[src/rtl/kes_pkg.sv]
package kes_pkg;

	localparam int FRAC_BITS     = 28;
	localparam int ANG_W         = 32;
	localparam int M_W           = 31;
	localparam int ECC_W         = 32;
	localparam int ITER_W        = 6;
	localparam int TOL_W         = 16;
	localparam int CFG_W         = 16;
	localparam int CW            = 34;
	localparam int RW            = 36;
	localparam int PROD_W        = 67;
	localparam int F_W           = 34;
	localparam int D_W           = 64;
	localparam int Q_W           = 63;
	localparam int CORDIC_STAGES = 30;
	localparam int IDX_W         = 5;
	localparam int DIV_STEPS     = 96;
	localparam int DIV_W         = 7;
	localparam int DIV_SHIFT     = 62;
	localparam int ES_SHIFT      = 62 - FRAC_BITS;

	localparam logic [ITER_W-1:0] MAX_ITER_RST = 6'd50;
	localparam logic [TOL_W-1:0]  TOL_RST      = 16'd4;

	localparam logic CFG_MAX_ITER = 1'b0;
	localparam logic CFG_TOL      = 1'b1;

	localparam logic [ECC_W-1:0]        ECC_THRESH  = 32'd3435973836;
	localparam logic signed [ANG_W-1:0] PI_FIX      = 32'sd843314857;
	localparam logic signed [ANG_W-1:0] ANG_MAX     = 32'sh7FFFFFFF;
	localparam logic signed [ANG_W-1:0] ANG_MIN     = 32'sh80000000;
	localparam logic signed [RW-1:0]    PI_Q30      = 36'sd3373259426;
	localparam logic signed [RW-1:0]    HALF_PI_Q30 = 36'sd1686629713;
	localparam logic signed [RW-1:0]    TWO_PI_Q30  = 36'sd6746518852;
	localparam logic signed [CW-1:0]    CORDIC_K    = 34'sd652032874;
	localparam logic [D_W-1:0]          ONE_Q62     = 64'h4000000000000000;

	typedef struct packed {
		logic             load;
		logic             cinit;
		logic             cstep;
		logic [IDX_W-1:0] cidx;
		logic             mul_s;
		logic             mul_c;
		logic             check;
		logic             dstep;
		logic [DIV_W-1:0] dbit;
		logic             update;
		logic             emit;
	} kes_cmd_t;

	typedef struct packed {
		logic pass;
	} kes_stat_t;

	function automatic logic signed [CW-1:0] atan_q30(input logic [IDX_W-1:0] i);
		logic signed [CW-1:0] v;
		case (i)
			5'd0:  v = 34'sd843314856;
			5'd1:  v = 34'sd497837829;
			5'd2:  v = 34'sd263043836;
			5'd3:  v = 34'sd133525158;
			5'd4:  v = 34'sd67021686;
			5'd5:  v = 34'sd33543515;
			5'd6:  v = 34'sd16775850;
			5'd7:  v = 34'sd8388437;
			5'd8:  v = 34'sd4194282;
			5'd9:  v = 34'sd2097149;
			5'd10: v = 34'sd1048575;
			5'd11: v = 34'sd524287;
			5'd12: v = 34'sd262143;
			5'd13: v = 34'sd131071;
			5'd14: v = 34'sd65535;
			5'd15: v = 34'sd32767;
			5'd16: v = 34'sd16383;
			5'd17: v = 34'sd8191;
			5'd18: v = 34'sd4095;
			5'd19: v = 34'sd2047;
			5'd20: v = 34'sd1023;
			5'd21: v = 34'sd511;
			5'd22: v = 34'sd255;
			5'd23: v = 34'sd127;
			5'd24: v = 34'sd63;
			5'd25: v = 34'sd31;
			5'd26: v = 34'sd15;
			5'd27: v = 34'sd8;
			5'd28: v = 34'sd4;
			5'd29: v = 34'sd2;
			default: v = '0;
		endcase
		return v;
	endfunction

endpackage

[src/rtl/kes_ctrl.sv]
module kes_ctrl (
	input  logic                        clk,
	input  logic                        arst_n,
	input  logic                        in_valid,
	output logic                        in_ready,
	output logic                        out_valid,
	input  logic                        out_ready,
	input  logic [kes_pkg::ITER_W-1:0]  max_iterations,
	input  kes_pkg::kes_stat_t          stat,
	output kes_pkg::kes_cmd_t           cmd,
	output logic [kes_pkg::ITER_W-1:0]  steps_used,
	output logic                        converged
);
	import kes_pkg::*;

	typedef enum logic [3:0] {
		ST_IDLE, ST_CINIT, ST_CORDIC, ST_MULS, ST_MULC,
		ST_CHECK, ST_DIV, ST_UPD, ST_EMIT
	} state_t;

	state_t            state_q;
	logic [IDX_W-1:0]  cidx_q;
	logic [DIV_W-1:0]  dbit_q;
	logic [ITER_W-1:0] steps_q;
	logic              conv_q;
	logic              out_valid_q;
	logic [ITER_W-1:0] steps_used_q;
	logic              converged_q;
	logic              emit;
	logic [ITER_W-1:0] steps_inc;

	assign in_ready  = state_q == ST_IDLE;
	assign emit      = (state_q == ST_EMIT) && (!out_valid_q || out_ready);
	assign steps_inc = steps_q + ITER_W'(1);

	always_comb begin
		cmd        = '0;
		cmd.cidx   = cidx_q;
		cmd.dbit   = dbit_q;
		cmd.load   = in_ready && in_valid;
		cmd.cinit  = state_q == ST_CINIT;
		cmd.cstep  = state_q == ST_CORDIC;
		cmd.mul_s  = state_q == ST_MULS;
		cmd.mul_c  = state_q == ST_MULC;
		cmd.check  = state_q == ST_CHECK;
		cmd.dstep  = state_q == ST_DIV;
		cmd.update = state_q == ST_UPD;
		cmd.emit   = emit;
	end

	always_ff @(posedge clk or negedge arst_n) begin
		if (!arst_n) begin
			state_q      <= ST_IDLE;
			cidx_q       <= '0;
			dbit_q       <= '0;
			steps_q      <= '0;
			conv_q       <= 1'b0;
			out_valid_q  <= 1'b0;
			steps_used_q <= '0;
			converged_q  <= 1'b0;
		end else begin
			if (out_valid_q && out_ready && !emit)
				out_valid_q <= 1'b0;
			case (state_q)
				ST_IDLE: begin
					if (in_valid) begin
						steps_q <= '0;
						conv_q  <= 1'b0;
						state_q <= (max_iterations == '0) ? ST_EMIT : ST_CINIT;
					end
				end
				ST_CINIT: begin
					cidx_q  <= '0;
					state_q <= ST_CORDIC;
				end
				ST_CORDIC: begin
					if (cidx_q == IDX_W'(CORDIC_STAGES - 1))
						state_q <= ST_MULS;
					else
						cidx_q <= cidx_q + IDX_W'(1);
				end
				ST_MULS: state_q <= ST_MULC;
				ST_MULC: state_q <= ST_CHECK;
				ST_CHECK: begin
					if (stat.pass) begin
						conv_q  <= 1'b1;
						state_q <= ST_EMIT;
					end else begin
						dbit_q  <= DIV_W'(DIV_STEPS - 1);
						state_q <= ST_DIV;
					end
				end
				ST_DIV: begin
					if (dbit_q == '0)
						state_q <= ST_UPD;
					else
						dbit_q <= dbit_q - DIV_W'(1);
				end
				ST_UPD: begin
					steps_q <= steps_inc;
					state_q <= (steps_inc == max_iterations) ? ST_EMIT : ST_CINIT;
				end
				ST_EMIT: begin
					if (emit) begin
						out_valid_q  <= 1'b1;
						steps_used_q <= steps_q;
						converged_q  <= conv_q;
						state_q      <= ST_IDLE;
					end
				end
				default: state_q <= ST_IDLE;
			endcase
		end
	end

	assign out_valid  = out_valid_q;
	assign steps_used = steps_used_q;
	assign converged  = converged_q;

	a_cidx_range: assert property (@(posedge clk) disable iff (!arst_n)
		state_q == ST_CORDIC |-> cidx_q < IDX_W'(CORDIC_STAGES))
		else $error("rotation index out of range");

	a_steps_bound: assert property (@(posedge clk) disable iff (!arst_n)
		state_q != ST_IDLE |-> steps_q <= max_iterations)
		else $error("step count above limit");

	a_conv_steps: assert property (@(posedge clk) disable iff (!arst_n)
		out_valid_q && converged_q |-> steps_used_q < max_iterations)
		else $error("converged word reports limit reached");

	a_accept_busy: assert property (@(posedge clk) disable iff (!arst_n)
		in_valid && in_ready |=> state_q != ST_IDLE)
		else $error("accepted word did not start");

endmodule

[config.mk]
export PLATFORM = sky130hd
export DESIGN_NAME = kes_ctrl
export DESIGN_NICKNAME = d
export VERILOG_FILES = /design/src/rtl/kes_pkg.sv /design/src/rtl/kes_ctrl.sv
export SDC_FILE = /design/constraint.sdc
export NUM_CORES = 1
export LEC_CHECK = 0
export ABC_AREA = 1
export BUFFER_PORTS_ARGS = -buffer_cell sky130_fd_sc_hd__buf_4
export CAP_MARGIN = 20
export CORE_AREA = 10 10 74 82
export CTS_BUF_LIST = sky130_fd_sc_hd__clkbuf_4 sky130_fd_sc_hd__clkbuf_8 sky130_fd_sc_hd__clkbuf_16
export CTS_CLUSTER_DIAMETER = 150
export DETAILED_ROUTE_END_ITERATION = 6
export DIE_AREA = 0 0 84 92
export MAX_ROUTING_LAYER = met4
export SYNTH_ARGS = -nofsm -noshare
export SYNTH_HDL_FRONTEND = slang
export SYNTH_SLANG_ARGS = --single-unit
[constraint.sdc]
create_clock -name clk -period 3.4 [get_ports clk]
set_input_delay 0.34 -clock clk [delete_from_list [all_inputs] [get_ports clk]]
set_output_delay 0.34 -clock clk [all_outputs]
set_load 0.005 [all_outputs]
# Word level (Yosys, flattened, before mapping)
# Cells that the tools add are included.
[word_totals]
reg_bits = 31
inputBits = 11
output_inout_bits = 30
elab_cells = 70
[op_classes]
addsub = 3
eq_ne = 18
n_mux = 21
reduce_logical = 20
[op_table]
columns = ["cell", "count"]
rows = [
  ["$pmux W4 S9", 1],
  ["$mux W4", 7],
  ["$eq A4 B3 Y1 const B", 4],
  ["$mux W7", 2],
  ["$pmux W7 S2", 1],
  ["$ne A2 B2 Y1 const B", 6],
  ["$pmux W6 S2", 1],
  ["$pmux W5 S2", 1],
  ["$eq A4 B2 Y1 const B", 2],
  ["$reduce_bool A2 Y1", 4],
  ["$logic_not A7 Y1", 1],
  ["$sub A7 B1 Y7 const B", 1],
  ["$add A6 B1 Y6 const B", 1],
  ["$eq A6 B6 Y1", 1],
  ["$logic_not A6 Y1", 1],
  ["$mux W6", 1],
  ["$reduce_and A2 Y1", 3],
  ["$reduce_and A3 Y1", 2],
  ["$add A5 B1 Y5 const B", 1],
  ["$eq A5 B5 Y1 const B", 1],
  ["$mux W1", 5],
  ["$mux W5", 1],
  ["$eq A4 B1 Y1 const B", 1],
  ["$eq A4 B4 Y1 const B", 1],
  ["other kinds (7)", 12],
]

# Longest topological paths before layout
[depth]
ltp_word = 8
mapped_depth = 12
mapped_depth_nobuf = 12

# Least setup slack after synthesis
# OpenSTA, ideal clock, no wires.
[synth_path]
kind = "register to output"
from = "register state_q[3]"
to = "output port cmd[0] in the netlist's numbering"
arrival_ps = 1112
required_time_ps = 3060
path_slack_ps = 1948
stages_incl_launch_ff = 9
n_path_buf = 2
path_cell_list = "dfrtp_1 -> inv_1 -> nor2_1 -> nand3_1 -> inv_1 -> nand2_1 -> buf_2 -> inv_1 -> buf_4"
[synth_between]
elab_chain_cells = 2
[synth_rtl]
columns = ["element", "line_no", "rtl"]
rows = [
  ["start: declaration", "kes_ctrl.sv:21", "state_t state_q;"],
  ["start signal: assignment", "kes_ctrl.sv:69", "state_q <= (max_iterations == '0) ? ST_EMIT : ST_CINIT;"],
  ["start signal: assignment", "kes_ctrl.sv:101", "state_q <= (steps_inc == max_iterations) ? ST_EMIT : ST_CINIT;"],
  ["$eq A4 B4 Y1", "kes_ctrl.sv:33", "assign emit = (state_q == ST_EMIT) && (!out_valid_q || out_ready);"],
  ["$logic_and A1 B1 Y1", "kes_ctrl.sv:33", ""],
  ["end: declaration", "kes_ctrl.sv:10", "output kes_pkg::kes_cmd_t cmd,"],
]
# Every way passes these cells.

==> flow_summary.toml <==
[run_status]
status = "completed"

[critical_path]
path_max_fanout = 4
r2r_cells = 11
crit_type = "reg2out"
cp.required_ps = 3060
r2r-start = "steps_q[0]"
crit_path_end_kind = "output port"
startpoint_type = "flop"
rrSetupSlack_ps = 1860
arrival_ps = 1600
r2r-end = "state_q[3]"

[logic_synthesis]
syn_nets = 249
yosysTopAreaCellShare = 0.431
synth_area_um2 = 1800
syn_inst = 233
synth.area.top_cells = "dfrtp_1 (43%), nand2_1 (11%), inv_1 (7.7%)"
yosys_warnings = 0
ys_ff_latch = 31
synthDistinctLibCells = 31
yosys.area.top_type = "dfrtp_1"
syn_area_per_cell_um2 = 7.73
synth-seq-area-share = 0.431

[routing]
vias = 1636
wirelength_mm = 4.23
antenna_left = 0
firstDrtPassIters = 4
drtIter0Drc = 62
drc = 0
wl_per_cell_um = 12.6
via_per_inst = 4.88

[die]
core_um2 = 4490
io_pins = 41
die_area_um2 = 7730
die_height_um = 92
rows = 26
die_x_um = 84
initial_utilization = 0.401

[clock_tree]
cts-htree-levels = 2
numClockSinks = 31
path_clk_slew_ps = 70
cts_root_buf = "clkbuf_8"
cts_buffer_depth = 2
cts_tree = "done"
cts_setup_buffers = 0
cts_buffers = 5
clk_latency_ps = 280

[sta]
fmax_ghz = 0.517
timing.final.crit_period_ps = 1940
finalSetupTns_ps = 0
fin_worst_skew_ps = 5.96
whs_ps = 329
finalCritPeriodShare = 0.569
tightest_slew_ps = 434
setup_viol = 0
rsz0062_at_grt = "false"
worst_slack_ps = 1460
finalHoldViolations = 0
slew_viol_final = 0
maxSlewHeadroom = 0.709

[grt]
overflow = 0
grt_pass1_wl_mm = 7.56
grt_pass1_vias = 1590
grt_use_total = 0.120
antenna_found_initial = 0
grt_max_degree = 32

[placement]
dpl.hpwl_mm = 3.37
io_buffers = 40
placed_area_um2 = 2150
globalplace.congestion = 0.921
place_ws_ps = 1790

[final_layout]
layout.cell_area.non_filler_um2 = 2270
drive_gt1_frac = 0.244
area_growth_syn_to_layout_pct = 26.3
final_nets = 294
diodes = 0

[pwr]
cellPowerDensity_nw_per_um2 = 682
vdd_drop_max_mv = 0.295
leakage_uw = 0.00119
power.total_uw = 1550

[min_path]
hold_path_class = "in2reg"
min_from = "stat"
hold_depth = 3
hold_end = "conv_q"

[job]
cap_violations = 0
==> cells in the final DEF (no fill, tap or decap), types with 2 or more instances in the layout <==
cell type and count:
nand2_4 3, nor2_1 16, inv_2 5, nand4_1 7, ha_1 5, o21ai_1 4
nor3_1 2, o21ai_0 15, a21oi_1 4, nand3_1 25, o22ai_1 4, nand2_1 55
dfrtp_1 31, clkbuf_8 6, o21a_1 2, buf_4 40, inv_1 37, nor2_2 3
==> how the worst max path moves through the flow <==
stage                     slack (ps)  cells after the start       start  endpoint
after global routing            1300                      6  state_q[2]   cmd[20]
after global placement          1780                      6  state_q[2]   cmd[20]
final                           1460                      6  state_q[2]   cmd[20]
after CTS                       1460                      6  state_q[2]   cmd[20]
after floorplan                 1950                      8  state_q[3]    cmd[0]
after detailed placement        1790                      6  state_q[2]   cmd[20]
==> per-stage QoR <==
step                      std cells  utilization
after floorplan                 233            -
after global routing            335        0.507
after detailed placement        326        0.478
final                           335        0.507
after CTS                       335        0.507
after global placement          326        0.478
==> cell usage after synthesis <==
master and number:
nor3_2 1, nor2_2 3, dfrtp_1 31, nand3_2 1, xor2_1 1, buf_2 1, nor3_4 1, o21ai_1 4
nand2_4 3, nor2_8 1, nor3_1 2, a21oi_2 1, a31oi_2 1, ha_1 5, o22ai_1 4, nor2_4 1
buf_6 1, nand3_1 25, inv_2 5, o21a_1 2, nand4_1 7, o21ai_2 1, a21oi_1 4, nand2_1 55
o211ai_1 1, nand2_2 1, buf_4 1, o21ai_0 15, a21boi_1 1, nor2_1 16, inv_1 37
==> critical path: stages (launching register included) <==
cell and delay, ps:
dfrtp_1 430, nor2_1 200, inv_1 90, nor2_2 160, inv_2 80, nor2_1 190, buf_4 150
==> repair_timing <==
action | 4_1_cts | 5_1_grt
gates resized for setup | 0 | 0
hold buffers | 1 | 0
hold endpoints to repair | 15 | 0
==> sequential cells by signal (all words and copies together), names as in the netlist <==
name        count
cidx_q          5
state_q         4
conv_q          1
steps_q         6
dbit_q          7
steps_used      6
converged       1
out_valid       1
==> layer usage <==
| layer | routed length [um] | GRT usage | up-vias |
|---|---|---|---|
| li1 | - | - | 845 |
| met1 | 1950 | 0.151 | 742 |
| met2 | 1970 | 0.183 | 43 |
| met4 | 46 | 0.0377 | 0 |
| met5 | 0 | - | - |
| met3 | 271 | 0.0310 | 6 |
==> cell type report <==
cell class                 count  area [um^2]
fill                         461         2210
clock inverter                 2         35.0
inverter                      42          158
tap                           56         70.1
timing repair buffer          41          310
clock buffer                   6         82.6
multi-input combinational    157          843
sequential                    31          776
==> kinds of logic after synthesis <==
group | count (synthesis) | synth area share
compound gates | 34 | 0.111
fa+ha+maj | 5 | 0.0347
simple gates | 117 | 0.318
buf+inv | 45 | 0.101
flops | 31 | 0.431
xor+xnor | 1 | 0.00487
==> report_power, final <==
part           internal, uW  switching (uW)  total [uW]
logic                   264             366         630
registers               457            88.6         546
clock network           237             140         376
total                   959             594        1550
Note: power is estimated with default switching activity, not from simulation.
